`config.mk`:
```
export PLATFORM = sky130hd
export DESIGN_NAME = keypad_integer_calculator_top
export DESIGN_NICKNAME = d
export VERILOG_FILES = /design/src/rtl/core/kic_pkg.sv /design/src/rtl/core/kic_datapath.sv /design/src/rtl/core/kic_controller.sv /design/src/rtl/core/keypad_integer_calculator_top.sv
export SDC_FILE = /design/constraint.sdc
export NUM_CORES = 1
export LEC_CHECK = 0
export BUFFER_PORTS_ARGS = -buffer_cell sky130_fd_sc_hd__buf_2
export CORE_MARGIN = 2
export CORE_UTILIZATION = 40
export CTS_BUF_LIST = sky130_fd_sc_hd__clkbuf_8 sky130_fd_sc_hd__clkbuf_16
export CTS_CLUSTER_DIAMETER = 120
export DETAILED_ROUTE_END_ITERATION = 7
export SETUP_SLACK_MARGIN = 0.1
export SYNTH_ARGS = -nofsm -noshare
export SYNTH_HDL_FRONTEND = slang
export SYNTH_SLANG_ARGS = --single-unit
```
`constraint.sdc`:
```
create_clock -name clk -period 4.3 [get_ports clk]
set_input_delay 1.29 -clock clk [delete_from_list [all_inputs] [get_ports clk]]
set_output_delay 1.29 -clock clk [all_outputs]
set_load 0.03 [all_outputs]
```
`src/rtl/core/kic_pkg.sv`:
```
// ----------------------------------------------------------------------------
// kic_pkg: shared types for the keypad integer calculator
// Key codes, controller states and the command/status bundles that join
// the controller to the datapath.
// ----------------------------------------------------------------------------
package kic_pkg;

  localparam int CMD_W     = 3;
  localparam int DIGIT_W   = 4;
  localparam int DISP_W    = 32;
  localparam int IN_DATA_W = 8;

  typedef enum logic [CMD_W-1:0] {
    CMD_DIGIT  = 3'd0,
    CMD_ADD    = 3'd1,
    CMD_SUB    = 3'd2,
    CMD_MUL    = 3'd3,
    CMD_REM    = 3'd4,
    CMD_DIV    = 3'd5,
    CMD_EQUALS = 3'd6,
    CMD_CLEAR  = 3'd7
  } cmd_t;

  typedef enum logic [1:0] {
    ST_IDLE   = 2'd0,
    ST_DECODE = 2'd1,
    ST_ITER   = 2'd2,
    ST_FINISH = 2'd3
  } state_t;

  // Controller to datapath.
  typedef struct packed {
    logic capture;  // latch the incoming key word
    logic start;    // load the shared multiply/divide unit
    logic step;     // advance the unit by one bit
    logic commit;   // update the calculator state and load the output word
  } ctrl_cmd_t;

  // Datapath to controller.
  typedef struct packed {
    logic needs_iter;  // the key completes a multiply, remainder or divide with a nonzero second operand
    logic iter_done;   // the unit has finished all its bits
    logic out_free;    // the output register can take a word this cycle
  } ctrl_sts_t;

endpackage

```
`src/rtl/core/kic_datapath.sv`:
```
// ----------------------------------------------------------------------------
// kic_datapath: calculator state, shared multiply/divide unit, output register
// Holds accumulator, second operand and latched operator, and runs a
// one-bit-per-cycle shift-add multiplier or restoring divider on command.
// ----------------------------------------------------------------------------
module kic_datapath #(
  parameter int DATA_WIDTH = 32
) (
  input  logic                           clk,
  input  logic                           rst_n,
  input  logic [kic_pkg::IN_DATA_W-1:0]  in_tdata,
  input  kic_pkg::ctrl_cmd_t             ctl,
  output kic_pkg::ctrl_sts_t             sts,
  output logic                           out_tvalid,
  input  logic                           out_tready,
  output logic [kic_pkg::DISP_W-1:0]     out_tdata
);
  import kic_pkg::*;

  localparam int W     = DATA_WIDTH;
  localparam int CNT_W = $clog2(DATA_WIDTH + 1);

  // Captured key word.
  cmd_t               key_r;
  logic [DIGIT_W-1:0] dig_r;

  // Calculator state.
  logic [W-1:0] acc_r, acc_nxt;
  logic [W-1:0] opnd_r, opnd_nxt;
  logic         seen_r, seen_nxt;
  cmd_t         lop_r, lop_nxt;

  // Shared iterative unit: work_a is multiplier or quotient, work_p is
  // product or partial remainder, work_b is multiplicand or divisor.
  logic [W-1:0]     work_a_r, work_b_r, work_p_r;
  logic             mode_div_r;
  logic [CNT_W-1:0] cnt_r;

  logic             out_valid_r;
  logic [DISP_W-1:0] out_data_r;

  logic         na, nb;
  logic [W-1:0] ua, ub, neg_a, neg_b;
  logic [W:0]   shifted, trial;
  logic [W-1:0] digit_val, combined, neg_p, neg_q;
  logic [W-1:0] shown;
  logic         is_op;

  assign na    = acc_r[W-1];
  assign nb    = opnd_r[W-1];
  assign neg_a = -acc_r;
  assign neg_b = -opnd_r;
  assign ua    = na ? neg_a : acc_r;
  assign ub    = nb ? neg_b : opnd_r;

  assign shifted = {work_p_r, work_a_r[W-1]};
  assign trial   = shifted - {1'b0, work_b_r};

  assign is_op = (key_r == CMD_ADD) || (key_r == CMD_SUB) || (key_r == CMD_MUL) ||
                 (key_r == CMD_REM) || (key_r == CMD_DIV);

  assign sts.needs_iter = (is_op || (key_r == CMD_EQUALS)) && (opnd_r != '0) &&
                          ((lop_r == CMD_MUL) || (lop_r == CMD_REM) || (lop_r == CMD_DIV));
  assign sts.iter_done  = (cnt_r == '0);
  assign sts.out_free   = !out_valid_r || out_tready;

  assign neg_p = -work_p_r;
  assign neg_q = -work_a_r;

  always_comb begin
    combined = acc_r;
    if (opnd_r != '0) begin
      case (lop_r)
        CMD_ADD: combined = acc_r + opnd_r;
        CMD_SUB: combined = acc_r - opnd_r;
        CMD_MUL: combined = work_p_r;
        CMD_REM: combined = na ? neg_p : work_p_r;
        CMD_DIV: combined = (na != nb) ? neg_q : work_a_r;
        default: combined = acc_r;
      endcase
    end
  end

  always_comb begin
    // Multiply by ten as shift and add.
    digit_val = seen_r ? opnd_r : acc_r;
    digit_val = (digit_val << 3) + (digit_val << 1) + W'(dig_r);
  end

  always_comb begin
    acc_nxt  = acc_r;
    opnd_nxt = opnd_r;
    seen_nxt = seen_r;
    lop_nxt  = lop_r;
    shown    = '0;
    unique case (key_r)
      CMD_DIGIT: begin
        if (seen_r) opnd_nxt = digit_val;
        else        acc_nxt  = digit_val;
        shown = digit_val;
      end
      CMD_ADD, CMD_SUB, CMD_MUL, CMD_REM, CMD_DIV: begin
        acc_nxt  = combined;
        lop_nxt  = key_r;
        opnd_nxt = '0;
        seen_nxt = 1'b1;
      end
      CMD_EQUALS: begin
        acc_nxt  = combined;
        opnd_nxt = '0;
        seen_nxt = 1'b0;
        shown    = combined;
      end
      CMD_CLEAR: begin
        acc_nxt  = '0;
        opnd_nxt = '0;
        seen_nxt = 1'b0;
      end
      default: ;
    endcase
  end

  always_ff @(posedge clk) begin
    if (ctl.capture) begin
      key_r <= cmd_t'(in_tdata[CMD_W-1:0]);
      dig_r <= in_tdata[CMD_W +: DIGIT_W];
    end
  end

  always_ff @(posedge clk) begin
    if (!rst_n) begin
      acc_r  <= '0;
      opnd_r <= '0;
      seen_r <= 1'b0;
      lop_r  <= CMD_ADD;
    end else if (ctl.commit) begin
      acc_r  <= acc_nxt;
      opnd_r <= opnd_nxt;
      seen_r <= seen_nxt;
      lop_r  <= lop_nxt;
    end
  end

  always_ff @(posedge clk) begin
    if (!rst_n) begin
      cnt_r <= '0;
    end else if (ctl.start) begin
      cnt_r <= CNT_W'(DATA_WIDTH);
    end else if (ctl.step) begin
      cnt_r <= cnt_r - CNT_W'(1);
    end
  end

  always_ff @(posedge clk) begin
    if (ctl.start) begin
      mode_div_r <= (lop_r != CMD_MUL);
      if (lop_r == CMD_MUL) begin
        work_a_r <= opnd_r;
        work_b_r <= acc_r;
        work_p_r <= '0;
      end else begin
        work_a_r <= ua;
        work_b_r <= ub;
        work_p_r <= '0;
      end
    end else if (ctl.step) begin
      if (mode_div_r) begin
        // Restoring step: keep the trial difference when it did not go negative.
        if (!trial[W]) begin
          work_p_r <= trial[W-1:0];
          work_a_r <= {work_a_r[W-2:0], 1'b1};
        end else begin
          work_p_r <= shifted[W-1:0];
          work_a_r <= {work_a_r[W-2:0], 1'b0};
        end
      end else begin
        if (work_a_r[0]) work_p_r <= work_p_r + work_b_r;
        work_b_r <= work_b_r << 1;
        work_a_r <= work_a_r >> 1;
      end
    end
  end

  always_ff @(posedge clk) begin
    if (!rst_n) begin
      out_valid_r <= 1'b0;
    end else if (ctl.commit) begin
      out_valid_r <= 1'b1;
    end else if (out_tready) begin
      out_valid_r <= 1'b0;
    end
  end

  // The display word is the W-bit value sign-extended or truncated to 32 bits.
  always_ff @(posedge clk) begin
    if (ctl.commit) out_data_r <= DISP_W'($signed(shown));
  end

  assign out_tvalid = out_valid_r;
  assign out_tdata  = out_data_r;

  a_commit_slot: assert property (@(posedge clk) disable iff (!rst_n)
    ctl.commit |-> (!out_valid_r || out_tready))
    else $error("result committed over an untaken output word");

  a_commit_valid: assert property (@(posedge clk) disable iff (!rst_n)
    ctl.commit |=> out_tvalid)
    else $error("committed result not presented");

  a_step_count: assert property (@(posedge clk) disable iff (!rst_n)
    ctl.step |-> (cnt_r != '0))
    else $error("iterative unit stepped past its last bit");

  a_start_clean: assert property (@(posedge clk) disable iff (!rst_n)
    ctl.start |=> (cnt_r == CNT_W'(DATA_WIDTH)))
    else $error("iterative unit did not load its bit count");

endmodule

```
`src/rtl/core/kic_controller.sv`:
```
// ----------------------------------------------------------------------------
// kic_controller: sequencing for the keypad integer calculator
// Accepts one key word at a time, runs the shared unit when the latched
// operator needs it, and commits when the output register has room.
// ----------------------------------------------------------------------------
module kic_controller (
  input  logic               clk,
  input  logic               rst_n,
  input  logic               in_tvalid,
  output logic               in_tready,
  input  kic_pkg::ctrl_sts_t sts,
  output kic_pkg::ctrl_cmd_t ctl
);
  import kic_pkg::*;

  state_t state_r, state_nxt;

  always_ff @(posedge clk) begin
    if (!rst_n) state_r <= ST_IDLE;
    else        state_r <= state_nxt;
  end

  always_comb begin
    state_nxt = state_r;
    unique case (state_r)
      ST_IDLE:   if (in_tvalid) state_nxt = ST_DECODE;
      ST_DECODE: state_nxt = sts.needs_iter ? ST_ITER : ST_FINISH;
      ST_ITER:   if (sts.iter_done) state_nxt = ST_FINISH;
      ST_FINISH: if (sts.out_free) state_nxt = ST_IDLE;
      default:   state_nxt = ST_IDLE;
    endcase
  end

  always_comb begin
    in_tready   = 1'b0;
    ctl         = '0;
    unique case (state_r)
      ST_IDLE: begin
        in_tready   = 1'b1;
        ctl.capture = in_tvalid;
      end
      ST_DECODE: ctl.start  = sts.needs_iter;
      ST_ITER:   ctl.step   = !sts.iter_done;
      ST_FINISH: ctl.commit = sts.out_free;
      default: ;
    endcase
  end

  a_ready_idle: assert property (@(posedge clk) disable iff (!rst_n)
    (in_tvalid && in_tready) |=> !in_tready)
    else $error("second word accepted while one is in progress");

  a_no_overlap: assert property (@(posedge clk) disable iff (!rst_n)
    $onehot0({ctl.capture, ctl.start, ctl.step, ctl.commit}))
    else $error("controller issued overlapping commands");

  a_step_after_start: assert property (@(posedge clk) disable iff (!rst_n)
    ctl.start |=> (state_r == ST_ITER))
    else $error("unit started without entering iteration");

endmodule

```
`src/rtl/core/keypad_integer_calculator_top.sv`:
```
// ----------------------------------------------------------------------------
// keypad_integer_calculator_top: four-function keypad calculator
// One key word in, one display word out.
// ----------------------------------------------------------------------------
// Each input word carries one key press: a digit, an operator, equals or
// clear. Each accepted word produces exactly one output word holding the
// value to show, sign-extended or truncated to 32 bits.
// One word is processed at a time. Digits, clear, keys that complete an add
// or subtract, and any key whose second operand is zero go from acceptance
// through decode straight to the output register. A key that completes a
// multiply, remainder or divide runs the shared bit-serial multiply/divide
// unit, one bit per cycle, before it commits; that unit sets the sustained
// rate.
// A new word is accepted while the previous result still waits in the output
// register. If the receiver stalls, the next result waits in the datapath
// until the output register is taken, and input is held off meanwhile.
// Reset clears the accumulator, the second operand and the operator flag,
// latches add, and empties the output register.
// ----------------------------------------------------------------------------
module keypad_integer_calculator_top #(
  parameter int DATA_WIDTH = 32
) (
  input  logic                          clk,
  input  logic                          rst_n,
  input  logic                          in_tvalid,
  output logic                          in_tready,
  input  logic [kic_pkg::IN_DATA_W-1:0] in_tdata,   // [2:0] command, [6:3] digit, [7] zero
  output logic                          out_tvalid,
  input  logic                          out_tready,
  output logic [kic_pkg::DISP_W-1:0]    out_tdata   // [31:0] display_value
);
  import kic_pkg::*;

  ctrl_cmd_t ctl;
  ctrl_sts_t sts;

  kic_controller u_ctrl (
    .clk       (clk),
    .rst_n     (rst_n),
    .in_tvalid (in_tvalid),
    .in_tready (in_tready),
    .sts       (sts),
    .ctl       (ctl)
  );

  kic_datapath #(
    .DATA_WIDTH (DATA_WIDTH)
  ) u_dp (
    .clk        (clk),
    .rst_n      (rst_n),
    .in_tdata   (in_tdata),
    .ctl        (ctl),
    .sts        (sts),
    .out_tvalid (out_tvalid),
    .out_tready (out_tready),
    .out_tdata  (out_tdata)
  );

endmodule
```
# Yosys cells after proc, flatten, opt, wreduce, memory -nomap -nowiden
# Index checks and enable logic that the tools add are counted.
dict set report op_classes {
  add_sub_neg 11
  eq_ne 23
  n_mux 39
  bitwise_logic 1
  reduce_logical 32
}
# cell count
set ops {}
lappend ops {{$mux W32} 18}
lappend ops {{$pmux W32 S5} 1}
lappend ops {{$neg A32 Y32} 4}
lappend ops {{$pmux W32 S2} 2}
lappend ops {{$add A32 B32 Y32} 3}
lappend ops {{$pmux W32 S3} 1}
lappend ops {{$sub A33 B32 Y33} 1}
lappend ops {{$add A32 B4 Y32} 1}
lappend ops {{$reduce_bool A32 Y1} 1}
lappend ops {{$sub A32 B32 Y32} 1}
lappend ops {{$mux W31} 1}
lappend ops {{$eq A3 B3 Y1 const B} 6}
lappend ops {{$eq A3 B2 Y1 const B} 4}
lappend ops {{$mux W6} 2}
lappend ops {{$reduce_and A2 Y1} 6}
lappend ops {{$mux W1} 9}
lappend ops {{$logic_or A1 B1 Y1} 8}
lappend ops {{$pmux W2 S4} 1}
lappend ops {{$reduce_bool A2 Y1} 4}
lappend ops {{$reduce_or A7 Y1} 1}
lappend ops {{$eq A3 B1 Y1 const B} 2}
lappend ops {{$logic_not A6 Y1} 1}
lappend ops {{$mux W2} 3}
lappend ops {{$ne A2 B1 Y1 const B} 3}
lappend ops {{16 further kinds} 22}
dict set report word_totals {
  ff_bits 213
  wordCells 121
  out_inout_bits 34
  input_bits 12
}

# Logic depth before layout (Yosys ltp)
# Gate-level depths: netlist (run 1).
dict set report depth {
  word_depth 11
  ltp_mapped 21
  mapped_depth_nobuf 19
}

# Modules after synthesis
# A second synthesis (run 1) with hierarchy kept.
dict set report unflattened {
  hier_cells 2754
  hier_area_um2 21281.7
}
# module seq_area_each_um2 cells_per_inst area_per_inst_um2 instances
set modules_own_cells {}
lappend modules_own_cells {kic_datapath 5265.0 2731 21070.2 1}
lappend modules_own_cells {kic_controller 40.0 23 211.5 1}

# Least setup slack after synthesis (run 1)
# No wires, ideal clock.
dict set report synth_timing {
  kind {register -> register}
  start {register u_dp.opnd_r[9]}
  end {register u_dp.out_data_r[30], in the netlist u_dp.out_tdata[30], data pin}
  synth_period_minus_slack_ns 4.723
  required_ns 4.030
  setup_time_ns 0.270
  arrival_time_ns 4.453
  stages_incl_launch_ff 20
  slack_ns -0.423
  n_path_buf 2
  path_cell_list {dfxtp_1 buf_6 or4_4 or4_4 or3_4 or4_4 nand2_1 xor2_1 ha_1 clkbuf_1 a21o_1 a21oi_1 o21ai_0 a21oi_1 inv_1 a211o_1 a31oi_1 xor2_1 o21a_1 o22ai_1}
}
dict set report synth_between {
  elab_chain_len 4
  elab_cells_between_ends 9
  cone_classes {add/sub: 4; mux: 4; reduce/logical: 1}
}
# element line
set synth_lines {}
lappend synth_lines {{from (decl)} kic_datapath.sv:29} ;# logic [W-1:0] opnd_r, opnd_nxt;
lappend synth_lines {{from (signal assigned)} kic_datapath.sv:138} ;# opnd_r <= opnd_nxt;
lappend synth_lines {{$mux W31 (tied with other cells)} kic_datapath.sv:86} ;# digit_val = seen_r ? opnd_r : acc_r;
lappend synth_lines {{$add A32 B32 Y32 / $pmux W32 S5 (equally long branches)} {kic_datapath.sv:87, kic_datapath.sv:73}}
lappend synth_lines {{$add A32 B4 Y32 / $mux W32 (equally long branches)} {kic_datapath.sv:87, kic_datapath.sv:72}}
lappend synth_lines {{$pmux W32 S2 *} kic_datapath.sv:96} ;# unique case (key_r)
lappend synth_lines {{net u_dp.shown[30]} kic_datapath.sv:46} ;# logic [W-1:0] shown;
lappend synth_lines {{to (signal assigned)} kic_datapath.sv:196} ;# if (ctl.commit) out_data_r <= DISP_W'($signed(shown));
lappend synth_lines {{to (decl)} kic_datapath.sv:40} ;# logic [DISP_W-1:0] out_data_r;
# Mark *: on every way through the listed nets, which the timed path passes. The rest lies on a longest branch.
# A chain may end at the register's enable or synchronous reset.

# Worst setup path after layout (run 1)
dict set report layout_timing {
  start {register u_dp.opnd_r[0]}
  end {register u_dp.out_data_r[31], in the netlist u_dp.out_tdata[31], data pin}
}
# The elaborated chain is that of the path after synthesis.

==> results of run 1 <==
## Yosys cell counts (all sizes together) (6+ instances only)
library cell / n
o31ai: 37
buf: 46
xnor2: 103
o22ai: 15
clkbuf: 147
o311ai: 6
nor2: 207
o21ai: 263
a211oi: 23
o21a: 28
a221oi: 22
nand2: 256
nand2b: 21
nand3: 45
or4: 11
nor4: 16
nand4: 23
mux2i: 55
inv: 89
and2: 17
dfxtp: 109
or2: 15
xor2: 132
a21o: 63
a31o: 6
ha: 166
or3: 38
o41ai: 15
o211ai: 75
o21bai: 10
o221ai: 21
a22oi: 27
nand3b: 6
edfxtp: 104
nor3: 44
and3: 11
mux2: 41
a21oi: 233
o31a: 8
a22o: 8
a31oi: 30
nor2b: 28
a21boi: 6
## tightest hold or removal path, delay by kind of cell, from the launching register on
kind             cells  cell delay, ns
AO/OA/AOI/OAI        1            0.04
flip-flops           1            0.32
AND/OR/NAND/NOR      1            0.10
## path summary, 6_finish.rpt
check            startpoint                 end  slack [ns]
max          u_dp.opnd_r[0]  u_dp.out_tdata[31]       -0.29
min           u_dp.cnt_r[1]       u_dp.cnt_r[1]        0.51
max reg2reg  u_dp.opnd_r[0]  u_dp.out_tdata[31]       -0.29
min reg2reg   u_dp.cnt_r[1]       u_dp.cnt_r[1]        0.51
## routing by layer
layer | wire length [µm] | global-route usage | share of wire
met3 | 3820 | 0.0199 | 0.051
met5 | 0 | 0 | 0
met1 | 34500 | 0.361 | 0.46
met2 | 33900 | 0.424 | 0.45
met4 | 2640 | 0.0915 | 0.035
## power breakdown
group / internal [W] / total, W / switching [W] / leakage (nW)
clock: 0.00133 / 0.00225 / 0.000922 / 0.447
sequential: 0.00231 / 0.00260 / 0.000295 / 1.84
combinational: 0.00417 / 0.00904 / 0.00487 / 8.72
## stage by stage
stage	total power, W	instances	worst slack, ns	hold WS, ns
floorplan	0.00754	2700	-0.210	0.464
global placement	0.0103	3488	-0.460	0.491
detailed placement	0.0103	3488	-0.485	0.499
CTS	0.0131	3548	-0.314	0.508
global route	0.0147	3562	-0.402	0.547
finish	0.0139	3562	-0.292	0.507
## sequential cells by signal, indices dropped and copies added, names as in the netlist, 4 cells and up
signal / flops
u_dp.opnd_r: 32
u_dp.dig_r: 4
u_dp.work_b_r: 32
u_dp.acc_r: 32
u_dp.cnt_r: 6
u_dp.work_a_r: 32
u_dp.out_tdata: 32
u_dp.work_p_r: 32
## kinds of logic (layout without fill, tap and decap cells)
logic type	after synthesis	count (layout)	synth area share
AOI/OAI and AO/OA	945	945	0.283
and+or+nand+nor	758	758	0.169
buffers and inverters	282	456	0.0522
xor gates and xnor gates	235	235	0.0969
DFF	213	213	0.249
adders and majority gates	171	171	0.102
muxes	96	96	0.0475
## area by class of cell
| class | count | area share |
|---|---|---|
| multi-input combinational | 2205 | 0.614 |
| sequential | 213 | 0.209 |
| timing repair buffer | 320 | 0.0953 |
| tap | 688 | 0.0339 |
| clock buffer | 30 | 0.0287 |
| inverter | 89 | 0.0135 |
| clock inverter | 17 | 0.00562 |
## timing repair
action	in CTS	in global routing
cloned	0	0
setup buffers	14	14
endpoints found under the hold margin	0	0
pin swaps	26	38
endpoints found under the setup margin	34	58
resized for setup	71	84
==> out/summary.txt, run 1 <==
====================================================================================================
Yosys reg bits                                                                                   213
Clock root buffer                                                                       sky130_fd_sc_hd__clkbuf_16
Placed wire-length estimate                                                                57,400 µm
Port buffer count                                                                                 44
Die Y                                                                                         235 µm
Worst path setup slack after routing                                                       -0.292 ns
Post-route fraction of the period consumed by the critical path                                 1.07
H-tree lvl count                                                                                   1
Leading area contributor after synthesis                                                sky130_fd_sc_hd__edfxtp_1
Width of the die                                                                              235 µm
Cell Chain, Critical Path                                                               buf_6 > inv_4 > ha_4 > or3b_4 > or3_4 > or3_4 > or4_4 > nand2_2 > xor2_1 > ha_1 > a21o_1 > buf_4 > a31oi_4 > nor3b_4 > o21ai_2 > xnor2_1 > mux2_4 > a21oi_2 > o21ai_1
Ranking of synthesized cells by area                                                    sky130_fd_sc_hd__edfxtp_1 (15%), sky130_fd_sc_hd__dfxtp_1 (10%), sky130_fd_sc_hd__ha_1 (9.7%)
Final core utilization                                                                         0.482
Delay-heaviest family, CP                                                               simple AND/OR/NAND/NOR gates
Most used cells in the layout excluding fill and tap cells                              sky130_fd_sc_hd__buf_4 (258), sky130_fd_sc_hd__nand2_1 (251), sky130_fd_sc_hd__a21oi_1 (207)
Clock-pin slew reported for the worst setup and hold paths after clock tree synthesis        0.06 ns
Wire length of the first global-routing pass                                              116,000 µm
Die area                                                                                  55,100 µm²
Final count of negative-setup-slack endpoints                                                     17
Synthesized instance count                                                                     2,700
All-Layer GR Usage                                                                             0.260
Hold_buf cts                                                                                       0
Total of max-cap violations                                                                        0
Residual overflow from global routing                                                              0
Sequential-to-total area share from yosys stat                                                 0.249
Total nets after synthesis                                                                     2,883
Critical-path cell with the highest stage delay                                         sky130_fd_sc_hd__or4_4
Arrival time at the worst endpoint                                                           4.87 ns
Cell area after synthesis                                                                 21,300 µm²
Number of global-route vias before repair                                                     20,600
Crit path launch type                                                                           flop
Status                                                                                  finished with violations
Critical Path Stages                                                                              19
Violated checks                                                                         negative setup slack
Sum of buffers and inverters on the critical path                                                  3
Clock sinks                                                                                      213
Fraction of layout instances using a drive strength above 1                                    0.196
Number of iterations in the first detailed-routing pass                                            6
Ys async rst share                                                                                 0
Number of flops mapped to enable cells by yosys                                                  104
Crit end category                                                                               flop
Initial core utilization                                                                       0.405
Combined area of the multi-input logic cells                                              15,600 µm²
Max IR drop VDD                                                                           0.000372 V
Average detailed-routed wire length per instance                                             21.0 µm
Number of standard-cell rows in the floorplan                                                     84
Layout-stage area growth over the synthesis result                                             19.2%
Total CTS buffers                                                                                 26
Routability Congestion                                                                         0.942
Number of filler cells placed in the layout                                                    5,017
Leakage power summed over all cells                                                          11.0 nW
Number of pins with negative max-slew slack in the final report                                    0
Power per cell area                                                                       547 nW/µm²
Net count of the finished layout                                                               3,038
Biggest fanout along the worst timing path                                                         4
Count of yosys warnings during synthesis                                                           0
Setup repair after global routing missed its margin                                              yes
Total DRC errors in the routed layout                                                              0
Yosys top cell area share                                                                      0.147
I/O pin cnt                                                                                       46
Post-route antenna net violation count                                                             0
Cell mode on critical path                                                              sky130_fd_sc_hd__or3_4
Final-report hold violation count                                                                  0
Worst Max-Slew Pin Slew                                                                      1.16 ns
Number of antenna violations at the first check in global routing                                  0
Routed via count divided by cell count                                                          5.98
Most used DFF post-synth                                                                sky130_fd_sc_hd__dfxtp_1
Clock tree from TritonCTS                                                                        yes
Crit path time final                                                                         4.59 ns
Post-Synthesis Mean Instance Area                                                           7.89 µm²
Data required time of the critical path                                                      4.58 ns
Count of cells along the worst register-to-register path                                          19
Detailed Route WL                                                                          74,900 µm
Via count                                                                                     21,300
Top achievable clock speed                                                                   218 MHz
Most frequent standard cell in the layout excluding fill and tap cells                  sky130_fd_sc_hd__buf_4
Classification of the worst setup path                                                       reg2reg
FF/Latch Area                                                                               5310 µm²
Hold path depth                                                                                    2
Cell area after placement                                                                 23,700 µm²
Count of cell types in the netlist                                                                96
Detailed Route Iter0 Violations                                                                1,819
Crit-path max cell delay                                                                     0.43 ns
Maximum count of clock buffers along a single path                                                 3
Clk Latency, worst-skew pair                                                                 0.56 ns
Relative slew margins                                                                          0.229
Clock tree skew after final layout                                                         0.0122 ns
Count of inserted antenna diode cells                                                              0
Largest net degree at the start of global routing                                                106
Fin Setup TNS                                                                               -2.55 ns
Final Cell Area                                                                           25,400 µm²
Core Box Area                                                                             52,700 µm²
Worst min-delay path class                                                                   reg2reg
====================================================================================================
Note: power is estimated with default switching activity, not from simulation.
==> inputs of run 2 (changes only) <==
- CORE_UTILIZATION: 40 -> 55
- PLACE_DENSITY: default -> 0.74
==> out/summary.txt, run 2 (synthesized netlist as in run 1, its figures left out) <==
====================================================================================================
Status                                                                                  finished with violations
Violated checks                                                                         negative setup slack
Number of iterations in the first detailed-routing pass                                            8
Crit end category                                                                               flop
Clock tree from TritonCTS                                                                        yes
Beginning of the worst hold path                                                        u_dp.cnt_r[1]
Clock tree skew after final layout                                                         0.0137 ns
Number of pins with negative max-slew slack in the final report                                    0
Worst min-delay path endpoint                                                           u_dp.cnt_r[1]
Most used cells in the layout excluding fill and tap cells                              sky130_fd_sc_hd__buf_4 (256), sky130_fd_sc_hd__nand2_1 (251), sky130_fd_sc_hd__a21oi_1 (210)
Routed via count divided by cell count                                                          6.37
Arrival time at the worst endpoint                                                           4.84 ns
Relative slew margins                                                                          0.236
Max IR drop VDD                                                                           0.000279 V
Final core utilization                                                                         0.645
Total power                                                                                 0.0135 W
Die Y                                                                                         201 µm
Worst reg-to-reg setup slack                                                                -0.29 ns
Clock sinks                                                                                      213
FF-to-FF Start                                                                          u_dp.opnd_r[1]
Die area                                                                                  40,300 µm²
Detailed Route Iter0 Violations                                                                1,926
Crit path time final                                                                         4.59 ns
Data required time of the critical path                                                      4.55 ns
Final count of negative-setup-slack endpoints                                                     14
H-tree lvl count                                                                                   1
Number of global-route vias before repair                                                     20,700
Placed wire-length estimate                                                                53,800 µm
Via count                                                                                     21,500
Post-route antenna net violation count                                                             0
Top achievable clock speed                                                                   218 MHz
Core Box Area                                                                             38,500 µm²
Final-report hold violation count                                                                  0
Leakage power summed over all cells                                                          10.9 nW
Clock root buffer                                                                       sky130_fd_sc_hd__clkbuf_16
Total of max-cap violations                                                                        0
Port buffer count                                                                                 44
Most frequent standard cell in the layout excluding fill and tap cells                  sky130_fd_sc_hd__buf_4
Width of the die                                                                              201 µm
Average detailed-routed wire length per instance                                             20.8 µm
Total CTS buffers                                                                                 25
All-Layer GR Usage                                                                             0.340
Total DRC errors in the routed layout                                                              0
Hold path depth                                                                                    2
Classification of the worst setup path                                                       reg2reg
Net count of the finished layout                                                               3,023
Number of standard-cell rows in the floorplan                                                     72
Residual overflow from global routing                                                              0
Power per cell area                                                                       545 nW/µm²
Worst path setup slack after routing                                                       -0.289 ns
Biggest fanout along the worst timing path                                                         2
Count of cells along the worst register-to-register path                                          19
Count of inserted antenna diode cells                                                              0
Critical R2R Capture                                                                    u_dp.out_tdata[30]
Maximum count of clock buffers along a single path                                                 3
I/O pin cnt                                                                                       46
Number of filler cells placed in the layout                                                    3,287
Layout-stage area growth over the synthesis result                                             16.5%
FF/Latch Area                                                                               5310 µm²
Largest net degree at the start of global routing                                                106
Fraction of layout instances using a drive strength above 1                                    0.189
Routability Congestion                                                                         0.987
Post-route fraction of the period consumed by the critical path                                 1.07
Hold_buf cts                                                                                       0
Worst Max-Slew Pin Slew                                                                      1.14 ns
Detailed Route WL                                                                          70,400 µm
Initial core utilization                                                                       0.554
Combined area of the multi-input logic cells                                              15,500 µm²
Wire length of the first global-routing pass                                              111,000 µm
Setup repair after global routing missed its margin                                              yes
Crit path launch type                                                                           flop
Worst min-delay path class                                                                   reg2reg
Clk Latency, worst-skew pair                                                                 0.56 ns
Clock-pin slew reported for the worst setup and hold paths after clock tree synthesis        0.06 ns
Number of antenna violations at the first check in global routing                                  0
====================================================================================================
==> run 2: cell count changes in the layout (fill, tap and decap cells not counted), moves of 4 or more <==
| cell | delta |
|---|---|
| sky130_fd_sc_hd__buf_6 | -9 |
| sky130_fd_sc_hd__buf_12 | -4 |
| sky130_fd_sc_hd__o21ai_0 | +4 |
| sky130_fd_sc_hd__clkbuf_8 | +4 |
==> run 2: how the worst max path moves through the flow <==
stage / from / to / depth (start not counted)
floorplan: u_dp.opnd_r[11] / u_dp.out_tdata[30] / 19
global placement: u_dp.opnd_r[4] / u_dp.out_tdata[30] / 17
detailed placement: u_dp.opnd_r[4] / u_dp.out_tdata[29] / 15
CTS: u_dp.opnd_r[11] / u_dp.out_tdata[30] / 18
global route: u_dp.opnd_r[1] / u_dp.out_tdata[30] / 19
finish: u_dp.opnd_r[1] / u_dp.out_tdata[30] / 19
==> run 2: area by class of cell <==
cell class	count	share of cell area
clock buffer	31	0.0285
clock inverter	15	0.00287
inverter	89	0.0136
multi-input combinational	2205	0.625
sequential	213	0.214
tap	518	0.0261
timing repair buffer	306	0.0902
==> run 2: stage by stage <==
stage / worst slack, ns / setup TNS [ns] / hold slack, ns / instance area, µm² / std cells
after floorplan: -0.210 / -0.830 / 0.464 / 21400 / 2700
after global placement: -0.257 / -3.60 / 0.493 / 23200 / 3291
after detailed placement: -0.314 / -4.32 / 0.517 / 23200 / 3291
after CTS: -0.210 / -1.50 / 0.526 / 24500 / 3363
after global routing: -0.422 / -5.90 / 0.536 / 24800 / 3377
final: -0.289 / -1.93 / 0.525 / 24800 / 3377
==> run 2: report_power, final <==
| part | switching, W | internal (W) | total, W |
|---|---|---|---|
| registers | 0.000292 | 0.00231 | 0.00260 |
| logic | 0.00483 | 0.00404 | 0.00887 |
| clock network | 0.000890 | 0.00116 | 0.00205 |
==> run 2: timing repair <==
action | 4_1_cts | 5_1_grt
pin swaps | 33 | 35
resized for setup | 78 | 47
endpoints found under the hold margin | 0 | 0
setup buffers | 26 | 14
endpoints found under the setup margin | 34 | 54
==> run 2: metal layers <==
metal | vias to the layer above | share of wire | wire length (µm) | global-route usage
met5 | - | 0 | 0 | 0
met3 | 191 | 0.086 | 6020 | 0.0396
met2 | 989 | 0.45 | 31400 | 0.546
li1 | 10300 | - | - | -
met1 | 10100 | 0.43 | 29900 | 0.462
met4 | 0 | 0.043 | 3020 | 0.147
==> run 2: worst max-delay path, stage by stage (launching register included) <==
cell	delay (ns)
sky130_fd_sc_hd__dfxtp_2	0.32
sky130_fd_sc_hd__inv_2	0.07
sky130_fd_sc_hd__ha_4	0.13
sky130_fd_sc_hd__or3b_4	0.38
sky130_fd_sc_hd__or3_4	0.36
sky130_fd_sc_hd__or3_4	0.40
sky130_fd_sc_hd__or4_4	0.50
sky130_fd_sc_hd__nand2_2	0.07
sky130_fd_sc_hd__xor2_1	0.17
sky130_fd_sc_hd__ha_1	0.26
sky130_fd_sc_hd__a21o_1	0.20
sky130_fd_sc_hd__a21oi_2	0.17
sky130_fd_sc_hd__o21ai_1	0.10
sky130_fd_sc_hd__a21oi_2	0.16
sky130_fd_sc_hd__inv_1	0.05
sky130_fd_sc_hd__a211o_1	0.25
sky130_fd_sc_hd__a31oi_2	0.18
sky130_fd_sc_hd__xor2_1	0.17
sky130_fd_sc_hd__o21a_1	0.22
sky130_fd_sc_hd__o22ai_1	0.11
